===== src/sv/twfm_pkg.sv =====
// Package: types and constants shared by the trigger window fragment matcher.
package twfm_pkg;

   localparam logic [31:0] TRIG_MAGIC = 32'h5452_4947;
   localparam logic [63:0] SEQ_WINDOW = 64'd100;
   localparam logic [63:0] ALL_ONES   = 64'hFFFF_FFFF_FFFF_FFFF;

   typedef enum logic [1:0] {
      FUNC_FRAGMENT = 2'd0,
      FUNC_TRIGGER  = 2'd1,
      FUNC_READ     = 2'd2,
      FUNC_NONE     = 2'd3
   } func_type;

   typedef enum logic [1:0] {
      MODE_SINGLE  = 2'd0,
      MODE_BUFFER  = 2'd1,
      MODE_WINDOW  = 2'd2,
      MODE_IGNORED = 2'd3
   } mode_type;

   typedef enum logic [2:0] {
      ST_FRAGMENT = 3'd0,
      ST_EMPTY    = 3'd1,
      ST_MISSED   = 3'd2,
      ST_NO_TRIG  = 3'd3,
      ST_OPEN     = 3'd4,
      ST_NO_DATA  = 3'd5
   } status_type;

   typedef enum logic [2:0] {
      REG_MODE   = 3'd0,
      REG_OFFSET = 3'd1,
      REG_WIDTH  = 3'd2,
      REG_STALE  = 3'd3,
      REG_UNIQUE = 3'd4
   } reg_index_type;

   typedef struct packed {
      func_type    func;
      logic [63:0] item_timestamp;
      logic [31:0] fragment_tag;
      logic [31:0] packet_header;
      logic [63:0] trigger_sequence;
   } req_type;

   typedef struct packed {
      status_type  status;
      logic [63:0] event_number;
      logic [31:0] out_tag;
      logic [63:0] out_timestamp;
      logic        last;
   } rsp_type;

   typedef struct packed {
      mode_type    mode;
      logic [63:0] offset;
      logic [63:0] width;
      logic [63:0] stale;
      logic        unique_win;
   } cfg_type;

   typedef enum logic [3:0] {
      S_IDLE,
      S_TRIG_SCAN,
      S_TRIG_SHIFT,
      S_READ_DROP,
      S_READ_DECIDE,
      S_PRUNE,
      S_SCAN,
      S_EMIT,
      S_FINISH
   } state_type;

endpackage


===== src/sv/twfm_fifo.sv =====
// Module: short request queue between intake and engine.
module twfm_fifo import twfm_pkg::*; (
   input  logic    clock,
   input  logic    reset,
   input  logic    in_valid,
   output logic    in_ready,
   input  req_type in_data,
   output logic    out_valid,
   input  logic    out_ready,
   output req_type out_data
);
   req_type    mem_ff [2];
   logic       wp_ff, wp_in, rp_ff, rp_in;
   logic [1:0] cnt_ff, cnt_in;
   logic       push, pop;

   assign in_ready  = (cnt_ff != 2'd2);
   assign out_valid = (cnt_ff != 2'd0);
   assign out_data  = mem_ff[rp_ff];
   assign push = in_valid && in_ready;
   assign pop  = out_valid && out_ready;

   always_comb begin
      wp_in  = push ? ~wp_ff : wp_ff;
      rp_in  = pop ? ~rp_ff : rp_ff;
      cnt_in = cnt_ff + {1'b0, push} - {1'b0, pop};
   end

   always_ff @(posedge clock) begin
      if (reset) begin
         wp_ff  <= 1'b0;
         rp_ff  <= 1'b0;
         cnt_ff <= 2'd0;
      end else begin
         wp_ff  <= wp_in;
         rp_ff  <= rp_in;
         cnt_ff <= cnt_in;
      end
      if (push) mem_ff[wp_ff] <= in_data;
   end
endmodule


===== config.mk =====
export PLATFORM = sky130hd
export DESIGN_NAME = twfm_fifo
export DESIGN_NICKNAME = d
export VERILOG_FILES = /design/src/sv/twfm_pkg.sv /design/src/sv/twfm_fifo.sv
export SDC_FILE = /design/constraint.sdc
export NUM_CORES = 1
export LEC_CHECK = 0
export BUFFER_PORTS_ARGS = -buffer_cell sky130_fd_sc_hd__buf_2
export CAP_MARGIN = 10
export CORE_ASPECT_RATIO = 0.6
export CORE_MARGIN = 3
export CORE_UTILIZATION = 53
export CTS_BUF_LIST = sky130_fd_sc_hd__clkbuf_8 sky130_fd_sc_hd__clkbuf_16
export DETAILED_ROUTE_END_ITERATION = 6
export HOLD_SLACK_MARGIN = 0.02
export PLACE_DENSITY = 0.8
export SLEW_MARGIN = 5
export SYNTH_ARGS = -nofsm -noshare
export SYNTH_HDL_FRONTEND = slang
export SYNTH_SLANG_ARGS = --single-unit

===== constraint.sdc =====
create_clock -name clock -period 12.75 [get_ports clock]
set_input_delay 2.55 -clock clock [delete_from_list [all_inputs] [get_ports clock]]
set_output_delay 2.55 -clock clock [all_outputs]
set_load 0.05 [all_outputs]

==> results <==
- The TritonCTS clock tree is yes.
- Hold is met by 542 ps.
- The initial antenna violation count came to 11.
- In this run the remaining antenna-violating nets after routing total 0.
- STA puts the critical path data arrival time at 3630 ps.
- The core region is 27100 um2.
- Setup repair after global routing left no endpoint under its margin.
- The clock-pin slew on the worst setup and hold paths is 60 ps.
- Counting distinct cell types in the post-synthesis netlist gives 18.
- The root cell of the clock tree is sky130_fd_sc_hd__clkbuf_16.
- Dividing the detail-routed via count by the number of cells gives 5.17.
- The first-pass detailed-route iteration total is 4.
- The H-tree depth is 2.
- The setup violation total in the final timing report is 0.
- The design draws 4230 uW.
- In this run the tool buffered the top-level ports with 393 buffer cells.
- The most area-hungry cell type in the Yosys netlist is sky130_fd_sc_hd__edfxtp_1.
- The fmax is 162 MHz.
- The count of final hold-check violations is 0.
- In the global route stage, overall resource usage came out at 0.200.
- The highest metal layer with signal wires is met5.
- The total vias in the final route is 7410.
- The total congestion overflow after global routing is 0.
- The number of global-route vias before repair came to 7708.
- STA puts the critical path data required time at 10200 ps.
- The minimum clock period after layout is 6180 ps.
- At the pin with the least slew margin, the transition time is 1160 ps.
- The routability-driven placement congestion ratio is 0.750.
- The number of ports placed on the die boundary is 394.
- Across the VDD grid, the largest voltage drop is 0.000167 V.
- The run finished with clean final reports.
- In the synthesized netlist the dominant register cell turns out to be sky130_fd_sc_hd__edfxtp_1.
- In the finished design, the share of the clock period the worst path needs comes to 0.485.
- The total met3 wirelength after detailed routing is 2.71 mm.
- Buffers added to address setup during post-CTS repair amount to 0.
- In the final layout, the share of cells above drive strength 1 is 0.605.
- Counting every net in the synthesized netlist gives 828.
- For this design the static power due to leakage is 0.00718 uW.
- For this design the ratio of total power to cell area is 231 nW/um2.
- The first global-routing pass estimated 45.3 mm of wire.
- Dividing the detail-routed wire length by the instance count gives 21.7 um.
- The post-cts gate resize count is 0.
- The clock sink total is 393.
- The DRC violation count after routing is 0.
- The count of filler cells inserted in the layout is 1774.
- Of the post-synthesis cell area, the dominant cell type holds 0.782.
- The die height is 136 um.
- Among all cell types in the netlist, the one instantiated most often is sky130_fd_sc_hd__edfxtp_1.
- The count of max-cap constraint violations is 0.
- From synthesis to final layout, the design area changed by 23.0%.
- The CTS buffer count is 37.
- After legalization and detailed placement, the total HPWL measured 20.8 mm.
- The setup TNS after final layout is 0 ps.
- Counting flops with a built-in enable in the synthesized netlist gives 388.
- During synthesis, Yosys emitted a total of 0 warnings.
- Prior to clock tree synthesis, the placed netlist has a worst setup slack of 7090 ps.
- The number of storage elements in the synthesis netlist is 393.
- Measured against its own limit, the worst slew margin works out to 0.228.
- Sorting the synthesized cells by area gives the leading types as sky130_fd_sc_hd__edfxtp_1 78%, sky130_fd_sc_hd__mux2_4 16%, sky130_fd_sc_hd__mux2_2 2.6%.
- After synthesis the cells add up to 14900 um2.
- The critical path is of the reg2out type.
- At the end of the flow, the number of nets in the layout was 1243.
- In this run, the number of DRC markers left after iteration 0 of detailed routing was 487.
- The smallest setup slack after layout is 6570 ps.
- The effective utilization at floorplan is 0.551.
- The share of the yosys chip area belonging to registers is 0.789.
- In this run the core area contains 46 standard-cell rows.
- The type of the worst min-delay path is reg2reg.
- The cts-stage hold buffer count is 0.
- On the final layout, the worst clock skew is 12.4 ps.
- For this block, wires on met1 add up to 12.4 mm.
- The highest fanout seen on the critical path is 61.
- The maximum root-to-sink buffer count is 3.
- The cell count after synthesis is 628.
- The latest clock arrival within the worst-skew pair is 520 ps.
- After detailed routing, the total wire length is 31.1 mm.
- The final count of pins violating max slew is 0.
- The x dimension of the die is 222 um.
- The sort of element at the start of the critical path is a register.
- Ranked by instance count, the synthesized netlist is headed by 388 x sky130_fd_sc_hd__edfxtp_1, 160 x sky130_fd_sc_hd__mux2_4, 35 x sky130_fd_sc_hd__mux2_2, 18 x sky130_fd_sc_hd__buf_6.
- Entering global routing, the biggest net connects 171 pins.
- The kind of end point of the critical path is an output pin.
- For this run, asynchronously set or reset flops after synthesis account for 0.
- The average instance area after synthesis is 23.7 um2.
- Once layout is complete, the utilization of the core stands at 0.677.
- The area enclosed by the die boundary is 30200 um2.
- After detailed routing, the met2 layer carries 15.4 mm of wire.
-- cells in the final DEF (no fill, tap or decap) --
master / count
sky130_fd_sc_hd__buf_2: 393
sky130_fd_sc_hd__edfxtp_1: 388
sky130_fd_sc_hd__mux2_4: 160
sky130_fd_sc_hd__clkbuf_16: 37
sky130_fd_sc_hd__mux2_2: 35
sky130_fd_sc_hd__inv_1: 9
sky130_fd_sc_hd__clkinv_1: 7
sky130_fd_sc_hd__diode_2: 5
sky130_fd_sc_hd__clkinv_2: 5
sky130_fd_sc_hd__nor2_1: 4
sky130_fd_sc_hd__bufinv_16: 4
sky130_fd_sc_hd__dfxtp_1: 4
sky130_fd_sc_hd__buf_4: 3
sky130_fd_sc_hd__nor2b_1: 2
sky130_fd_sc_hd__xnor2_1: 2
sky130_fd_sc_hd__ha_1: 2
sky130_fd_sc_hd__buf_12: 2
sky130_fd_sc_hd__o21a_1: 1
sky130_fd_sc_hd__nand2b_1: 1
sky130_fd_sc_hd__nand2_1: 1
sky130_fd_sc_hd__or2_2: 1
sky130_fd_sc_hd__and3_4: 1
sky130_fd_sc_hd__nor2_4: 1
sky130_fd_sc_hd__xor2_1: 1
sky130_fd_sc_hd__dfxtp_4: 1
sky130_fd_sc_hd__clkinvlp_4: 1
sky130_fd_sc_hd__clkinv_4: 1
sky130_fd_sc_hd__inv_6: 1
-- kinds of logic (layout without fill, tap and decap cells) --
logic type      count (synthesis)  in the layout  share of synthesized area
compound gates                  1              1                   0.000504
xor+xnor                        3              3                    0.00176
fa+ha+maj                       2              2                    0.00168
flops                         393            393                      0.789
mux                           195            195                      0.188
simple gates                   11             11                    0.00361
buf+inv                        23            463                     0.0159
other cells                     0              5                          0
-- layout make-up --
class	count	area, um2	share of cell area
diodes	5	12.5	0.000683
clock buffers	37	926	0.0505
clock inverters	27	226	0.0124
inverters	1	3.75	0.000205
multi-input cells	212	2920	0.159
flip-flops and latches	393	11800	0.641
well taps	360	450	0.0246
repair buffers	398	2030	0.111
-- metal layers --
| layer | vias to the layer above | GRT usage |
|---|---|---|
| met4 | 12 | 0.0582 |
| li1 | 3337 | - |
| met1 | 3732 | 0.257 |
| met2 | 281 | 0.325 |
| met3 | 48 | 0.0716 |
| met5 | - | 0 |
-- final timing paths --
check | to | cells past startpoint | slack [ps] | start
worst min-delay path | rp_ff | 2 | 540 | rp_ff
worst min register to register | rp_ff | 2 | 540 | rp_ff
worst max register to register | mem_ff[0][163] | 4 | 10090 | cnt_ff[0]
worst max-delay path | out_data[0] | 4 | 6570 | register
-- sequential cells by signal, summed over array words and instances, names as in the netlist, named ones only --
signal  cells
cnt_ff      2
rp_ff       1
wp_ff       1
mem_ff    388
-- per-stage QoR --
stage	area (um2)	std cells
detailed placement	17200	1364
global route	18300	1432
finish	18300	1433
floorplan	14900	628
global placement	17200	1364
CTS	18300	1428
-- power by group --
group	leakage (uW)	switching, uW	internal, uW
logic	0.00291	1040	458
registers	0.00367	52.3	1630
clock network	0.000594	441	609
total	0.00717	1540	2690
-- critical path, cell delays in order, from the launching register on --
cell                      delay [ps]
sky130_fd_sc_hd__dfxtp_4         600
sky130_fd_sc_hd__buf_4           750
sky130_fd_sc_hd__buf_4          1020
sky130_fd_sc_hd__mux2_2          440
sky130_fd_sc_hd__buf_2           220
(Power assumes the default switching activity.)
